===== config.mk =====
export PLATFORM = sky130hd
export DESIGN_NAME = ptw_ctrl
export DESIGN_NICKNAME = d
export VERILOG_FILES = /design/src/rtl/ptw_pkg.sv /design/src/rtl/ptw_ctrl.sv
export SDC_FILE = /design/constraint.sdc
export NUM_CORES = 1
export LEC_CHECK = 0
export BUFFER_PORTS_ARGS = -buffer_cell sky130_fd_sc_hd__clkbuf_2
export CORE_AREA = 2 2 39 41
export DETAILED_ROUTE_END_ITERATION = 16
export DIE_AREA = 0 0 41 43
export MAX_ROUTING_LAYER = met4
export PLACE_DENSITY = 0.62
export SYNTH_ARGS = -nofsm -noshare
export SYNTH_HDL_FRONTEND = slang
export SYNTH_SLANG_ARGS = --single-unit

===== constraint.sdc =====
create_clock -name clk_i -period 1.9 [get_ports clk_i]
set_input_delay 0.38 -clock clk_i [delete_from_list [all_inputs] [get_ports clk_i]]
set_output_delay 0.38 -clock clk_i [all_outputs]
set_load 0.02 [all_outputs]

===== src/rtl/ptw_pkg.sv =====
`default_nettype none

package ptw_pkg;

  localparam int unsigned DirEntries   = 1024;
  localparam int unsigned TableEntries = 1024;
  localparam int unsigned DirIdxW      = $clog2(DirEntries);
  localparam int unsigned TblIdxW      = $clog2(TableEntries);
  localparam int unsigned ClrCntW      = (DirIdxW > TblIdxW) ? DirIdxW : TblIdxW;

  typedef enum logic [1:0] {
    CMD_TRANSLATE = 2'd0,
    CMD_WR_DIR    = 2'd1,
    CMD_WR_TBL    = 2'd2
  } cmd_e;

  typedef enum logic [1:0] {
    RES_NONE,
    RES_FAULT,
    RES_LARGE,
    RES_SMALL
  } res_sel_e;

  typedef enum logic [2:0] {
    S_CLEAR,
    S_IDLE,
    S_DIR,
    S_TBL,
    S_ACK
  } state_e;

  typedef struct packed {
    logic        present;
    logic        big_page;
    logic [19:0] base;
  } dir_entry_t;

  typedef struct packed {
    logic        present;
    logic [19:0] base;
  } tbl_entry_t;

  typedef struct packed {
    logic     clear_en;
    logic     accept;
    logic     tbl_rd;
    logic     out_load;
    res_sel_e res_sel;
  } ptw_cmd_t;

  typedef struct packed {
    logic clear_last;
    logic dir_present;
    logic dir_large;
    logic dir_match;
    logic tbl_present;
  } ptw_sts_t;

endpackage

`default_nettype wire


===== src/rtl/ptw_ctrl.sv =====
`default_nettype none

module ptw_ctrl
  import ptw_pkg::*;
(
  input  wire logic       clk_i,
  input  wire logic       rst_ni,
  input  wire logic       in_valid_i,
  output logic            in_stall_o,
  input  wire logic [1:0] command_i,
  output logic            out_valid_o,
  input  wire logic       out_stall_i,
  output ptw_cmd_t        cmd_o,
  input  wire ptw_sts_t   sts_i
);

  state_e state_q, state_d;
  logic   out_valid_q, out_valid_d;
  logic   out_free;

  assign out_free    = !out_valid_q || !out_stall_i;
  assign out_valid_o = out_valid_q;

  always_ff @(posedge clk_i or negedge rst_ni) begin
    if (!rst_ni) begin
      state_q     <= S_CLEAR;
      out_valid_q <= 1'b0;
    end else begin
      state_q     <= state_d;
      out_valid_q <= out_valid_d;
    end
  end

  always_comb begin
    logic finish;
    finish          = 1'b0;
    state_d         = state_q;
    in_stall_o      = 1'b1;
    cmd_o.clear_en  = 1'b0;
    cmd_o.accept    = 1'b0;
    cmd_o.tbl_rd    = 1'b0;
    cmd_o.out_load  = 1'b0;
    cmd_o.res_sel   = RES_NONE;

    unique case (state_q)
      S_CLEAR: begin
        cmd_o.clear_en = 1'b1;
        if (sts_i.clear_last) begin
          state_d = S_IDLE;
        end
      end
      S_IDLE: begin
        in_stall_o = 1'b0;
      end
      S_DIR: begin
        if (!sts_i.dir_present) begin
          cmd_o.res_sel = RES_FAULT;
          finish        = 1'b1;
        end else if (sts_i.dir_large) begin
          cmd_o.res_sel = RES_LARGE;
          finish        = 1'b1;
        end else if (!sts_i.dir_match) begin
          cmd_o.res_sel = RES_FAULT;
          finish        = 1'b1;
        end else begin
          cmd_o.tbl_rd = 1'b1;
          state_d      = S_TBL;
        end
      end
      S_TBL: begin
        cmd_o.res_sel = sts_i.tbl_present ? RES_SMALL : RES_FAULT;
        finish        = 1'b1;
      end
      S_ACK: begin
        cmd_o.res_sel = RES_NONE;
        finish        = 1'b1;
      end
      default: begin
        state_d = S_IDLE;
      end
    endcase

    if (finish) begin
      if (out_free) begin
        cmd_o.out_load = 1'b1;
        in_stall_o     = 1'b0;
        state_d        = S_IDLE;
      end else begin
        state_d = state_q;
      end
    end

    if (!in_stall_o && in_valid_i) begin
      cmd_o.accept = 1'b1;
      state_d      = (command_i == CMD_TRANSLATE) ? S_DIR : S_ACK;
    end

    if (cmd_o.out_load) begin
      out_valid_d = 1'b1;
    end else if (out_valid_q && !out_stall_i) begin
      out_valid_d = 1'b0;
    end else begin
      out_valid_d = out_valid_q;
    end
  end

endmodule

`default_nettype wire


==> results.json <==
{
  "outcome": "finished, violations left",
  "failed_checks": "negative setup slack",
  "coreArea_mm2": 0.001384,
  "p_leak_uw": 0.0002610,
  "wire_per_inst_um": 11.03,
  "path_cells": "or3b_4, o21ai_4, o21ai_2, inv_2, buf_8",
  "cts_buffer_depth": 2,
  "multi_input_area_um2": 259.0,
  "antenna_found_initial": 0,
  "syn_area_um2": 372.9,
  "total_power_uw": 915.3,
  "place_congestion": 0.8748,
  "worst_slew_pin_slew_ns": 0.3137,
  "power_density_mw_per_mm2": 1633,
  "fp.dieW_um": 41,
  "dieArea_mm2": 0.001763,
  "drive_gt1_share_pct": 57.14,
  "hold_violations": 0,
  "nFillCells": 146,
  "setup_viol": 1,
  "clkTransAtPathRegs_ns": 0.04,
  "crit_family": "flip-flops",
  "maxSlewViolCount": 0,
  "worstPathRequired_ns": 1.52,
  "slowest_stage": "dfrtp_2",
  "place_ws_ns": 0.1607,
  "final_core_utilization_pct": 40.51,
  "synthCells": 45,
  "hp-class": "in -> reg",
  "first_global_vias": 394,
  "syn_avg_cell_area_um2": 8.286,
  "antenna_cells": 0,
  "syn_nets": 56,
  "nNetsFinal": 83,
  "vias_per_cell": 4.802,
  "wirelength_um": 949,
  "dp_cells": 77,
  "vias": 413,
  "rsz0062_at_grt": "yes",
  "setup_ws_ns": -0.01126,
  "clk_latency_ns": 0.24,
  "dpl.hpwl_um": 708.4,
  "grt_max_degree": 8,
  "antenna_left": 0,
  "worst_setup_path_end_kind": "output port",
  "cts_buffers": 3,
  "cpPeakStageDelay_ns": 0.42,
  "track_usage_pct": 12.82,
  "crit_buf_inv": 2,
  "drc": 0,
  "num_rows": 14,
  "dr.first_iter.drc_count": 8,
  "synth_cell_types": 27,
  "cts_tree": "built",
  "max_slew_margin_pct": 78.93,
  "ys_seq_elements": 4,
  "cts_max_level": 1,
  "root_buffer": "clkbuf_4",
  "die_h_um": 43,
  "worst-endpoint-arrival_ns": 1.53,
  "r2r_slack_ns": 0.32,
  "area_growth_pct": 50.34,
  "fin_crit_ns": 1.911,
  "grt_overflow_total": 0,
  "yosys_warnings": 0,
  "finClkSkew_ns": 0.006472,
  "drv_cap": 0,
  "instances_no_fill": 86,
  "cp_max_fo": 5,
  "grt_pass1_wl_mm": 1.421,
  "portBuffers": 18,
  "ff_latch_area_um2": 103.9,
  "ir_drop_uv": 637.7,
  "worstSetupPathType": "reg -> out",
  "max_freq_mhz": 523.2,
  "firstDrtPassIters": 4,
  "cts.sinks": 4,
  "seq_area_frac_synth_pct": 26.85,
  "pin_count": 19,
  "initial_core_util_pct": 26.94,
  "critPathLaunchType": "register",
  "finalCritPeriodShare_pct": 100.6
}
==> worst reg2reg max path, delay by kind of cell, from the launching register on <==
| family | cells | cell delay [ns] |
|---|---|---|
| AOI/OAI and AO/OA | 4 | 0.56 |
| and+or+nand+nor | 1 | 0.22 |
| buffers and inverters | 2 | 0.31 |
| DFF | 1 | 0.43 |
==> metal layers <==
layer  vias to the layer above  routed length, um  share of wire, %  GRT usage, %
met4                         0                 17               1.8         12.00
met3                         2                 54               5.7         1.571
met2                        19                484                51         20.63
met1                       184                393                41         12.09
li1                        208                  -                 -             -
met5                         -                  0                 0             -
==> placed cells by master, fill, tap and decap left out, drive strengths merged, types with 2 or more instances in the layout <==
| cell type | n |
|---|---|
| nand2 | 4 |
| or3b | 3 |
| dfrtp | 4 |
| a21oi | 4 |
| inv | 2 |
| o21ai | 4 |
| nor3 | 2 |
| clkbuf | 19 |
| buf | 7 |
| nor2 | 8 |
| nor3b | 2 |
==> final timing paths <==
path / startpoint / to / cells after the start
setup / recovery: state_q[1] / cmd_o[4] / 5
hold / removal: command_i[0] / state_q[2] / 3
setup reg to reg: state_q[0] / state_q[1] / 7
hold reg to reg: out_valid_o / out_valid_o / 2
max in group asynchronous: rst_ni / state_q[0] / 2
min in group asynchronous: rst_ni / state_q[2] / 2
==> state kept, by name, summed over array words and instances (netlist names) <==
register	flops
out_valid_o	1
state_q	3
==> through the flow <==
stage	TNS (ns)	hold WS [ns]	cell area, um^2
6_report	-0.01126	0.4453	560.5
5_1_grt	-0.06771	0.4500	560.5
4_1_cts	-0.02746	0.4396	538.0
3_5_place_dp	0	0.1862	464.2
3_3_place_gp	0	0.1873	464.2
2_1_floorplan	0	0.08441	372.9
==> power breakdown <==
| part | switching (uW) | total [uW] | internal [uW] |
|---|---|---|---|
| logic | 338 | 625 | 287 |
| clock network | 37.8 | 109 | 70.9 |
| registers | 51.0 | 182 | 131 |
==> repair_timing <==
item                                   CTS  global route
setup endpoints to repair                1             2
pin swaps                                0             2
resized for setup                        4             6
endpoints found under the hold margin    4             0
setup buffers                            4             1
hold buffers                             1             0
==> synth_stat cells <==
cell type,number,area [um^2]
dfrtp_1,4,100.1
a21oi_1,3,15.01
or3b_4,1,11.26
o22ai_1,1,6.260
nand3_1,1,5.000
nand2b_1,1,6.260
buf_6,1,11.26
or3b_1,1,8.760
o21ai_1,1,5.000
buf_4,1,7.510
nor3_4,1,16.27
nor2b_1,1,6.260
or3b_2,1,8.760
nand2_1,4,15.01
o21ai_2,2,17.52
and4bb_2,1,12.51
nor3_1,1,5.000
nand3b_1,1,7.510
nor2_1,8,30.03
a2bb2oi_2,1,15.01
o21ai_0,1,5.000
a21boi_0,1,7.510
nor3b_1,2,15.01
nand4bb_1,1,11.26
and2_2,1,7.510
a21oi_2,1,8.760
inv_1,2,7.510
==> cells by family (layout without fill, tap and decap cells) <==
| logic type | count (synthesis) | after routing | share of synthesized area (%) |
|---|---|---|---|
| and+or+nand+nor | 26 | 26 | 44.63 |
| buffers and inverters | 4 | 29 | 7.048 |
| AOI/OAI and AO/OA | 11 | 11 | 21.47 |
| DFF | 4 | 4 | 26.85 |
==> area by class of cell <==
class,count,area share (%)
inverter,2,1.339
multi-input combinational,37,46.21
clock buffer,3,4.018
timing repair buffer,24,26.34
tap,16,3.571
sequential,4,18.53
Note: power is estimated with default switching activity, not from simulation.
